## src/design/lbf_pkg.sv

```systemverilog
// Shared types, codes and helper functions for the learning bridge forward core.
package lbf_pkg;

    // Fixed geometry of the block
    localparam int LBF_NUM_PORTS   = 4;
    localparam int LBF_MASK_PORTS  = (LBF_NUM_PORTS > 4) ? 4 : LBF_NUM_PORTS;
    localparam logic [3:0] LBF_PORT_LIMIT = 4'((1 << LBF_MASK_PORTS) - 1);
    localparam int LBF_HASH_W      = 8;
    localparam int LBF_TABLE_DEPTH = 1 << LBF_HASH_W;
    localparam int LBF_MAC_W       = 48;
    localparam int LBF_ENTRY_W     = LBF_MAC_W + 2;

    // Configuration port geometry and register indexes
    localparam int LBF_ADDR_W = 6;
    localparam int LBF_DATA_W = 64;
    localparam logic [2:0] LBF_REG_BRIDGE_ENABLE = 3'd0;
    localparam logic [2:0] LBF_REG_PRESENT_PORTS = 3'd1;
    localparam logic [2:0] LBF_REG_OWN_MAC0      = 3'd2;
    localparam logic [2:0] LBF_REG_OWN_MAC1      = 3'd3;
    localparam logic [2:0] LBF_REG_OWN_MAC2      = 3'd4;
    localparam logic [2:0] LBF_REG_OWN_MAC3      = 3'd5;

    // Addresses and ethertypes
    localparam logic [LBF_MAC_W-1:0] LBF_BCAST_MAC = 48'hFFFF_FFFF_FFFF;
    localparam logic [15:0] LBF_ETH_IPV4 = 16'h0800;
    localparam logic [15:0] LBF_ETH_IPV6 = 16'h86DD;
    localparam logic [15:0] LBF_ETH_ARP  = 16'h0806;

    // Protocol class codes
    localparam logic [1:0] LBF_CLASS_IPV4  = 2'd0;
    localparam logic [1:0] LBF_CLASS_IPV6  = 2'd1;
    localparam logic [1:0] LBF_CLASS_ARP   = 2'd2;
    localparam logic [1:0] LBF_CLASS_OTHER = 2'd3;

    // Classified request passed from the front end to the table engine
    typedef struct packed {
        logic [1:0]            port;
        logic [LBF_MAC_W-1:0]  dest_mac;
        logic [LBF_MAC_W-1:0]  source_mac;
        logic [LBF_HASH_W-1:0] dest_hash;
        logic [LBF_HASH_W-1:0] source_hash;
        logic                  bridge;
        logic                  learn;
        logic                  deliver;
        logic [1:0]            cls;
    } lbf_req_t;

    // XOR-fold the six address bytes into a table index
    function automatic logic [LBF_HASH_W-1:0] lbf_hash(input logic [LBF_MAC_W-1:0] mac);
        logic [LBF_HASH_W-1:0] h;
        h = '0;
        for (int i = 0; i < 6; i++)
        begin
            h = h ^ mac[8*i +: 8];
        end
        return h;
    endfunction

    // Map an ethertype to its protocol class
    function automatic logic [1:0] lbf_class(input logic [15:0] etype);
        logic [1:0] c;
        if (etype == LBF_ETH_IPV4)
        begin
            c = LBF_CLASS_IPV4;
        end
        else if (etype == LBF_ETH_IPV6)
        begin
            c = LBF_CLASS_IPV6;
        end
        else if (etype == LBF_ETH_ARP)
        begin
            c = LBF_CLASS_ARP;
        end
        else
        begin
            c = LBF_CLASS_OTHER;
        end
        return c;
    endfunction

endpackage

```

## src/design/lbf_front.sv

```systemverilog
// Front end: accepts a frame header request and classifies it for the table engine.
module lbf_front
    import lbf_pkg::*;
(
    input  logic                          start,
    input  logic                          queue_full,
    input  logic [1:0]                    ingress_port,
    input  logic [LBF_MAC_W-1:0]          dest_mac,
    input  logic [LBF_MAC_W-1:0]          source_mac,
    input  logic [15:0]                   frame_type,
    input  logic                          bridge_enable,
    input  logic [3:0][LBF_MAC_W-1:0]     own_mac,
    output logic                          push,
    output lbf_req_t                      push_req
);

    logic is_bcast;
    logic is_own;

    // Decide between bridging and local delivery
    assign is_bcast = (dest_mac == LBF_BCAST_MAC);
    assign is_own   = (dest_mac == own_mac[ingress_port]);

    always_comb
    begin
        push_req.port        = ingress_port;
        push_req.dest_mac    = dest_mac;
        push_req.source_mac  = source_mac;
        push_req.dest_hash   = lbf_hash(dest_mac);
        push_req.source_hash = lbf_hash(source_mac);
        push_req.bridge      = bridge_enable && (is_bcast || !is_own);
        push_req.learn       = (source_mac != LBF_BCAST_MAC);
        push_req.deliver     = is_bcast || is_own;
        push_req.cls         = (is_bcast || is_own) ? lbf_class(frame_type) : LBF_CLASS_OTHER;
    end

    // Accept a request whenever the queue has room
    assign push = start && !queue_full;

endmodule

```

## config.mk

```make
export PLATFORM = sky130hd
export DESIGN_NAME = lbf_front
export DESIGN_NICKNAME = d
export VERILOG_FILES = /design/src/design/lbf_pkg.sv /design/src/design/lbf_front.sv
export SDC_FILE = /design/constraint.sdc
export NUM_CORES = 1
export LEC_CHECK = 0
export ABC_AREA = 1
export CORE_AREA = 8 8 162 164
export DETAILED_ROUTE_END_ITERATION = 10
export DIE_AREA = 0 0 170 172
export DONT_BUFFER_PORTS = 1
export GPL_TIMING_DRIVEN = 0
export SLEW_MARGIN = 20
export SYNTH_ARGS = -nofsm -noshare
export SYNTH_HDL_FRONTEND = slang
export SYNTH_SLANG_ARGS = --single-unit
```

## constraint.sdc

```tcl
create_clock -name vclk -period 1.6
set_input_delay 0.24 -clock vclk [all_inputs]
set_output_delay 0.24 -clock vclk [all_outputs]
set_load 0.01 [all_outputs]
```

==> flow_metrics.tcl <==
set metrics [dict create \
    outcome "finished with violations" \
    violations "negative setup slack" \
    rsz0062_at_grt "true" \
    grt-ovfl-total 0 \
    io_buffers 0 \
    cp-start-kind "input pin" \
    nClkBuffers 0 \
    ios 429 \
    dieArea_um2 29200 \
    tightest_slew_ns 0.536 \
    synth_nets 1152 \
    fin_ws_ns -0.451 \
    drc 0 \
    die_w_um 170 \
    grt_max_degree 11 \
    cts_hold_buf 0 \
    vias_per_cell 4.76 \
    p_int_uw 690 \
    p_sw_uw 980 \
    swShare_pct 58.7 \
    diodes 0 \
    clkPwrFrac_pct 0 \
    min_period_ns 2.05 \
    place.gp.congestion 1.02 \
    cp_max_fo 10 \
    regArea_um2 0 \
    drt-total-wl_mm 30.3 \
    yosysUniqueCellTypes 20 \
    nets 1157 \
    pwr-share-comb_pct 100.0 \
    seq_cell_count 0 \
    grt_pass1_vias 5448 \
    synth_area_um2 4310 \
    slew_headroom_pct 64.0 \
    period_share_pct 128 \
    setup_viol 4 \
    core_area_um2 23800 \
    dr.pass1.iters 5 \
    yosysWarnings 0 \
    dp_hpwl_mm 26.5 \
    setup.worst_path.end_class "output pin" \
    holdPathStages 1 \
    seq_power_share_pct 0 \
    crit_type "in2out" \
    crit_arrival_ns 1.81 \
    powerDensity_nw_per_um2 320 \
    fillerInstances 2798 \
    drtIter0Drc 251 \
    wl_per_cell_um 25.9 \
    finalMaxSlewViolations 0 \
    initial_utilization_pct 18.1 \
    vias 5564 \
    synth-seq-area-share_pct 0 \
    grt_pass1_wl_mm 39.8 \
    vdd_drop_max_mv 0.160 \
    syn_inst 843 \
    required_ns 1.36 \
    drive_gt1_share_pct 22.8 \
    p_leak_nw 2.65 \
    hp-class "in2out" \
    num_rows 57 \
    avgSynthCellArea_um2 5.12 \
    antenna_found_initial 0 \
    maxCapViolCount 0 \
    die_h_um 172 \
    hold_viol_final 0 \
    ant_nets 0 \
    max_freq_mhz 488 \
    area_growth_pct 21.2 \
    groute.usage.overall_pct 18.9 \
    pre_cts_slack_ns -0.867 \
    multi_input_area_um2 3470 \
    final_util_pct 21.9 \
]
metal layers:
layer,track usage [%],share of wire [%],vias to the layer above,wire [µm]
li1,-,-,2589,-
met1,20.0,36,2529,10900
met2,37.5,53,396,16200
met3,4.09,8.5,50,2570
met4,3.78,2.2,0,669
met5,0,0,-,0
power groups by stage:
stage,Combinational (mW),Sequential (mW),Clock [mW]
6_report,1.67,0,0
5_1_grt,1.83,0,0
4_1_cts,1.66,0,0
3_5_place_dp,1.55,0,0
3_3_place_gp,1.54,0,0
2_1_floorplan,1.19,0,0
kinds of logic (layout without fill, tap and decap cells):
kind of cell           count (synthesis)  after routing  share of synthesized area (%)
AND/OR/NAND/NOR                      574            574                           57.0
buffers and inverters                188            191                           26.5
XOR/XNOR                              80             80                           16.2
AO/OA/AOI/OAI                          1              1                          0.203
critical path: stages:
cell and delay, ns:
buf_12 0.12, buf_12 0.15, buf_8 0.15, nand2_2 0.08, nand3_4 0.10, nand2_2 0.09, nand2_2 0.05, nand2_2 0.08
nand3_2 0.07, nor2_2 0.12, nand2_1 0.07, nor2_2 0.15, nand3_4 0.12, nand2_8 0.13, nand2_4 0.07
worst paths after layout:
path / from / endpoint / slack (ns)
max: ingress_port[0] / push_req[0] / -0.45
min: queue_full / push / 0.53
final cells by class:
type	count	area share [%]
inverter	59	4.38
multi-input combinational	655	66.3
timing repair buffer	3	1.20
buffer	129	20.3
tap	324	7.76
timing repair:
| action | in CTS | in global routing |
|---|---|---|
| setup endpoints to repair | 4 | 4 |
| pin swaps | 12 | 21 |
| setup buffers | 2 | 0 |
| cloned | 2 | 0 |
| resized for setup | 73 | 45 |
through the flow:
stage               instances  area (µm²)  total power [mW]  hold WS (ns)  setup TNS (ns)
CTS                      1171        5080              1.66         0.533           -1.93
floorplan                 843        4350              1.19         0.528          -0.337
detailed placement       1167        4760              1.55         0.533           -3.31
finish                   1170        5230              1.67         0.531           -1.70
global placement         1167        4760              1.54         0.535           -3.26
global route             1170        5230              1.83         0.538           -2.25
Yosys cell counts:
library cell | count | share of area, %
o41ai_1 | 1 | 0.20
nand2_1 | 356 | 31
buf_2 | 19 | 2.2
buf_4 | 102 | 18
buf_6 | 4 | 1.0
nand4_1 | 30 | 4.4
nor4_1 | 5 | 0.73
inv_2 | 1 | 0.087
nand3_1 | 149 | 17
clkbuf_1 | 3 | 0.26
inv_4 | 1 | 0.15
nand3b_1 | 5 | 0.87
buf_1 | 1 | 0.087
or4_1 | 1 | 0.17
or3b_2 | 1 | 0.20
nor2_1 | 25 | 2.2
xor2_1 | 24 | 4.9
nor3_1 | 2 | 0.23
xnor2_1 | 56 | 11
inv_1 | 57 | 5.0
cells in the final DEF (no fill, tap or decap):
cell,Yosys,routed
nand2_1,356,328
nand3_1,149,132
buf_4,102,104
inv_1,57,57
xnor2_1,56,56
nand4_1,30,30
xor2_1,24,24
nand2_2,0,20
nand3_2,0,14
nor2_1,25,12
nor2_4,0,8
buf_12,0,7
nand2_4,0,7
buf_2,19,6
buf_6,4,5
nand3b_1,5,5
nor2_2,0,5
nor4_1,5,5
buf_8,0,4
clkbuf_2,0,3
nand3_4,0,3
clkbuf_4,0,2
nor3_1,2,2
inv_8,0,1
inv_2,1,1
nand2_8,0,1
or4_1,1,1
or3b_2,1,1
o41ai_1,1,1
buf_16,0,1
No activity file was read; power rests on OpenSTA's default activity.
