### config.mk
export PLATFORM = sky130hd
export DESIGN_NAME = lbf_fifo
export DESIGN_NICKNAME = d
export VERILOG_FILES = /design/src/design/lbf_pkg.sv /design/src/design/lbf_fifo.sv
export SDC_FILE = /design/constraint.sdc
export NUM_CORES = 1
export LEC_CHECK = 0
export BUFFER_PORTS_ARGS = -buffer_cell sky130_fd_sc_hd__buf_2
export CAP_MARGIN = 20
export CORE_ASPECT_RATIO = 1.5
export CORE_MARGIN = 2
export CORE_UTILIZATION = 52
export DETAILED_ROUTE_END_ITERATION = 12
export GPL_ROUTABILITY_DRIVEN = 0
export PLACE_DENSITY_LB_ADDON = 0.3
export SYNTH_ARGS = -nofsm -noshare
export SYNTH_HDL_FRONTEND = slang
export SYNTH_SLANG_ARGS = --single-unit
export TNS_END_PERCENT = 20
### constraint.sdc
create_clock -name clk -period 8.43 [get_ports clk]
set_input_delay 2.1075 -clock clk [delete_from_list [all_inputs] [get_ports clk]]
set_output_delay 2.1075 -clock clk [all_outputs]
set_load 0.05 [all_outputs]
### src/design/lbf_pkg.sv
// Shared types, codes and helper functions for the learning bridge forward core.
package lbf_pkg;

    // Fixed geometry of the block
    localparam int LBF_NUM_PORTS   = 4;
    localparam int LBF_MASK_PORTS  = (LBF_NUM_PORTS > 4) ? 4 : LBF_NUM_PORTS;
    localparam logic [3:0] LBF_PORT_LIMIT = 4'((1 << LBF_MASK_PORTS) - 1);
    localparam int LBF_HASH_W      = 8;
    localparam int LBF_TABLE_DEPTH = 1 << LBF_HASH_W;
    localparam int LBF_MAC_W       = 48;
    localparam int LBF_ENTRY_W     = LBF_MAC_W + 2;

    // Configuration port geometry and register indexes
    localparam int LBF_ADDR_W = 6;
    localparam int LBF_DATA_W = 64;
    localparam logic [2:0] LBF_REG_BRIDGE_ENABLE = 3'd0;
    localparam logic [2:0] LBF_REG_PRESENT_PORTS = 3'd1;
    localparam logic [2:0] LBF_REG_OWN_MAC0      = 3'd2;
    localparam logic [2:0] LBF_REG_OWN_MAC1      = 3'd3;
    localparam logic [2:0] LBF_REG_OWN_MAC2      = 3'd4;
    localparam logic [2:0] LBF_REG_OWN_MAC3      = 3'd5;

    // Addresses and ethertypes
    localparam logic [LBF_MAC_W-1:0] LBF_BCAST_MAC = 48'hFFFF_FFFF_FFFF;
    localparam logic [15:0] LBF_ETH_IPV4 = 16'h0800;
    localparam logic [15:0] LBF_ETH_IPV6 = 16'h86DD;
    localparam logic [15:0] LBF_ETH_ARP  = 16'h0806;

    // Protocol class codes
    localparam logic [1:0] LBF_CLASS_IPV4  = 2'd0;
    localparam logic [1:0] LBF_CLASS_IPV6  = 2'd1;
    localparam logic [1:0] LBF_CLASS_ARP   = 2'd2;
    localparam logic [1:0] LBF_CLASS_OTHER = 2'd3;

    // Classified request passed from the front end to the table engine
    typedef struct packed {
        logic [1:0]            port;
        logic [LBF_MAC_W-1:0]  dest_mac;
        logic [LBF_MAC_W-1:0]  source_mac;
        logic [LBF_HASH_W-1:0] dest_hash;
        logic [LBF_HASH_W-1:0] source_hash;
        logic                  bridge;
        logic                  learn;
        logic                  deliver;
        logic [1:0]            cls;
    } lbf_req_t;

    // XOR-fold the six address bytes into a table index
    function automatic logic [LBF_HASH_W-1:0] lbf_hash(input logic [LBF_MAC_W-1:0] mac);
        logic [LBF_HASH_W-1:0] h;
        h = '0;
        for (int i = 0; i < 6; i++)
        begin
            h = h ^ mac[8*i +: 8];
        end
        return h;
    endfunction

    // Map an ethertype to its protocol class
    function automatic logic [1:0] lbf_class(input logic [15:0] etype);
        logic [1:0] c;
        if (etype == LBF_ETH_IPV4)
        begin
            c = LBF_CLASS_IPV4;
        end
        else if (etype == LBF_ETH_IPV6)
        begin
            c = LBF_CLASS_IPV6;
        end
        else if (etype == LBF_ETH_ARP)
        begin
            c = LBF_CLASS_ARP;
        end
        else
        begin
            c = LBF_CLASS_OTHER;
        end
        return c;
    endfunction

endpackage

### src/design/lbf_fifo.sv
// Short request queue between the front end and the table engine.
module lbf_fifo
    import lbf_pkg::*;
#(
    parameter int DEPTH = 2
)
(
    input  logic     clk,
    input  logic     rst_n,
    input  logic     push,
    input  lbf_req_t push_req,
    input  logic     pop,
    output lbf_req_t head_req,
    output logic     empty,
    output logic     full
);

    localparam int PTR_W = (DEPTH > 1) ? $clog2(DEPTH) : 1;
    localparam int CNT_W = $clog2(DEPTH + 1);

    lbf_req_t         slot_reg [DEPTH];
    logic [PTR_W-1:0] wr_ptr_reg, wr_ptr_next;
    logic [PTR_W-1:0] rd_ptr_reg, rd_ptr_next;
    logic [CNT_W-1:0] count_reg, count_next;
    logic             do_push;
    logic             do_pop;

    assign full     = (count_reg == CNT_W'(DEPTH));
    assign empty    = (count_reg == '0);
    assign do_push  = push && !full;
    assign do_pop   = pop && !empty;
    assign head_req = slot_reg[rd_ptr_reg];

    // Advance pointers and occupancy
    always_comb
    begin
        wr_ptr_next = wr_ptr_reg;
        rd_ptr_next = rd_ptr_reg;
        count_next  = count_reg;
        if (do_push)
        begin
            wr_ptr_next = (wr_ptr_reg == PTR_W'(DEPTH - 1)) ? '0 : wr_ptr_reg + 1'b1;
        end
        if (do_pop)
        begin
            rd_ptr_next = (rd_ptr_reg == PTR_W'(DEPTH - 1)) ? '0 : rd_ptr_reg + 1'b1;
        end
        if (do_push && !do_pop)
        begin
            count_next = count_reg + 1'b1;
        end
        else if (do_pop && !do_push)
        begin
            count_next = count_reg - 1'b1;
        end
    end

    always_ff @(posedge clk or negedge rst_n)
    begin
        if (!rst_n)
        begin
            wr_ptr_reg <= '0;
            rd_ptr_reg <= '0;
            count_reg  <= '0;
        end
        else
        begin
            wr_ptr_reg <= wr_ptr_next;
            rd_ptr_reg <= rd_ptr_next;
            count_reg  <= count_next;
        end
    end

    // Store the incoming request
    always_ff @(posedge clk)
    begin
        if (do_push)
        begin
            slot_reg[wr_ptr_reg] <= push_req;
        end
    end

endmodule

==> impl_metrics.csv <==
group,metric,value,unit
outcome,outcome,"completed",
die,die_area,18000,um2
sta,fin_worst_skew,12.7,ps
layout,fin_nets,771,
sta,fin_crit,5010,ps
sta,slew_headroom,40.4,%
layout,fin_util,65.2,%
die,die_x,110,um
layout,fin_area,10900,um2
synth,yosysWarningCount,0,
worst_setup_path,worst-path-max-fanout,68,
synth,ys_types,14,
clock_network,cts_made_buffers,22,
drt,vias,4472,
layout,area_growth,23.5,%
die,fp.dieH,163,um
synth,async_reset_ff_share,1.65,%
power,powerDensity,416,nW/um2
sta,fin_ws,3420,ps
sta,fmax,0.200,GHz
layout,mostFrequentLayoutCells,"243 x buf_2, 238 x edfxtp_1, 119 x mux2_2",
worst_setup_path,crit_path_start_kind,"flop",
placement,io_buffers,243,
layout,final_common_cell,"buf_2",
sta,tightest_slew,894,ps
synth,netlist_area,8820,um2
clock_network,clock_path_buffers,3,
sta,rsz0062_at_grt,"false",
clock_network,cts_setup_buffers,0,
clock_network,clk_latency,500,ps
global_route,grt_use_total,17.7,%
layout,drive_gt1_share,60.3,%
sta,setup_violations,0,
worst_setup_path,crit_path_end_kind,"primary output",
sta,drv_slew,0,
drt,via_per_inst,5.13,
worst_setup_path,ff2ff_path_depth,3,
placement,dp.cells,833,
drt,ant_nets,0,
clock_network,cts.reportedPaths.clkPinSlew,60,ps
global_route,grt_pass1_wl,23.8,mm
die,fp.coreArea,16700,um2
global_route,grt_pass1_vias,4676,
synth,ys_ff_latch,242,
layout,antenna_cells,0,
clock_network,hold_buffers,0,
drt,remaining_drc_errors,0,
sta,setup_tns,0,ps
worst_setup_path,worstPathArrival,2900,ps
drt,drt_iter0_markers,270,
die,fp-row-count,58,
placement,placed_area,10200,um2
worst_setup_path,cp.required,6320,ps
placement,place_ws,3900,ps
global_route,met3_usage,4.11,%
layout,largest_register_ffs,238,
clock_network,cts_tree,"done",
worst_setup_path,crit_slowest_cell,"dfrtp_4",
global_route,grt-busiest-layer,"met2",
placement,dp_hpwl,10.9,mm
synth,synth_edf_count,238,
worst_setup_path,setup.worst_path.class,"flop to primary output",
clock_network,clock-sinks,242,
sta,fin_crit_sh,59.4,%
layout,fillCellCount,1198,
synth,synthesis.nets,513,
global_route,grt_max_degree,69,
clock_network,cts_resized,0,
job,maxCapViolCount,0,
worst_hold_path,hold_depth,1,
global_route,grt_use_met1,19.0,%
drt,wl_per_cell,19.0,um
layout,fin_cells,872,
drt,dr.pass1.iters,4,
worst_setup_path,slowest_delay,900,ps
die,pin_count,244,
sta,whs,537,ps
die,start_util,52.8,%
synth,yosysSeqAreaShare,82.2,%
clock_network,h-tree-depth,1,
global_route,gr-total-overflow,0,
power,total_power,4.53,mW
worst_setup_path,crit_path_cell_trace,"buf_4 -> mux2_2 -> buf_2",
drt,drt_wl_total,16.6,mm
clock_network,cts_root_buffer,"clkbuf_16",
synth,synthCells,389,
global_route,met2_usage,32.9,%
global_route,antenna_found_initial,1,
power,vdd_drop_max,0.386,mV
synth,ys.flop_type,"edfxtp_1",
power,leakage,4.09,nW
worst_hold_path,hp-class,"flop to flop",
sta,hold_viol_final,0,
synth,synth_area_per_cell,22.7,um2
cell usage after synthesis, drive strengths merged (2+ instances only):
master | number | share of area, %
buf | 13 | 1.5
dfrtp | 4 | 1.1
edfxtp | 238 | 81
inv | 2 | 0.085
mux2 | 119 | 15
nor2 | 3 | 0.13
xnor2 | 3 | 0.30
xor2 | 2 | 0.20
layout make-up:
type | count | area (um2) | area share [%]
clock buffer | 26 | 587 | 5.39
clock inverter | 13 | 90.1 | 0.828
inverter | 2 | 7.51 | 0.0690
multi-input combinational | 132 | 1440 | 13.2
sequential | 242 | 7250 | 66.6
tap | 210 | 263 | 2.41
timing repair buffer | 247 | 1250 | 11.4
where the power goes:
group / switching [mW] / internal, mW / total (mW)
registers: 0.114 / 1.65 / 1.76
logic: 1.35 / 0.489 / 1.84
clock network: 0.402 / 0.527 / 0.930
logic make-up (layout without fill, tap and decap cells):
group / count (synthesis) / after routing / synth area share [%]
DFF: 242 / 242 / 82.2
muxes: 119 / 119 / 15.2
buffers and inverters: 15 / 288 / 1.60
and+or+nand+nor: 6 / 6 / 0.312
xor gates and xnor gates: 5 / 5 / 0.497
adders and majority gates: 1 / 1 / 0.142
AOI/OAI and AO/OA: 1 / 1 / 0.0567
path summary, 6_finish.rpt:
kind,from,end,slack (ps)
hold reg to reg,count_reg[1]$_DFFE_PN0P_,count_reg[1]$_DFFE_PN0P_,540
max in group asynchronous,rst_n,rd_ptr_reg$_DFFE_PN0P_,6880
hold / removal,count_reg[1]$_DFFE_PN0P_,count_reg[1]$_DFFE_PN0P_,540
setup reg to reg,count_reg[0]$_DFFE_PN0P_,slot_reg[1][88]$_DFFE_PP_,5900
setup / recovery,rd_ptr_reg$_DFFE_PN0P_,head_req[70],3420
min in group asynchronous,rst_n,rd_ptr_reg$_DFFE_PN0P_,1410
routing by layer:
metal | vias up | share of wire, %
li1 | 2070 | -
met1 | 2201 | 35
met2 | 161 | 55
met3 | 38 | 7.3
met4 | 2 | 2.8
met5 | - | 0.042
worst max-delay path: cells and delay by family (launching register included):
kind	cells	cell delay (ps)
buffers and inverters	2	1040
DFF	1	900
muxes	1	440
Note: power is estimated with default switching activity, not from simulation.
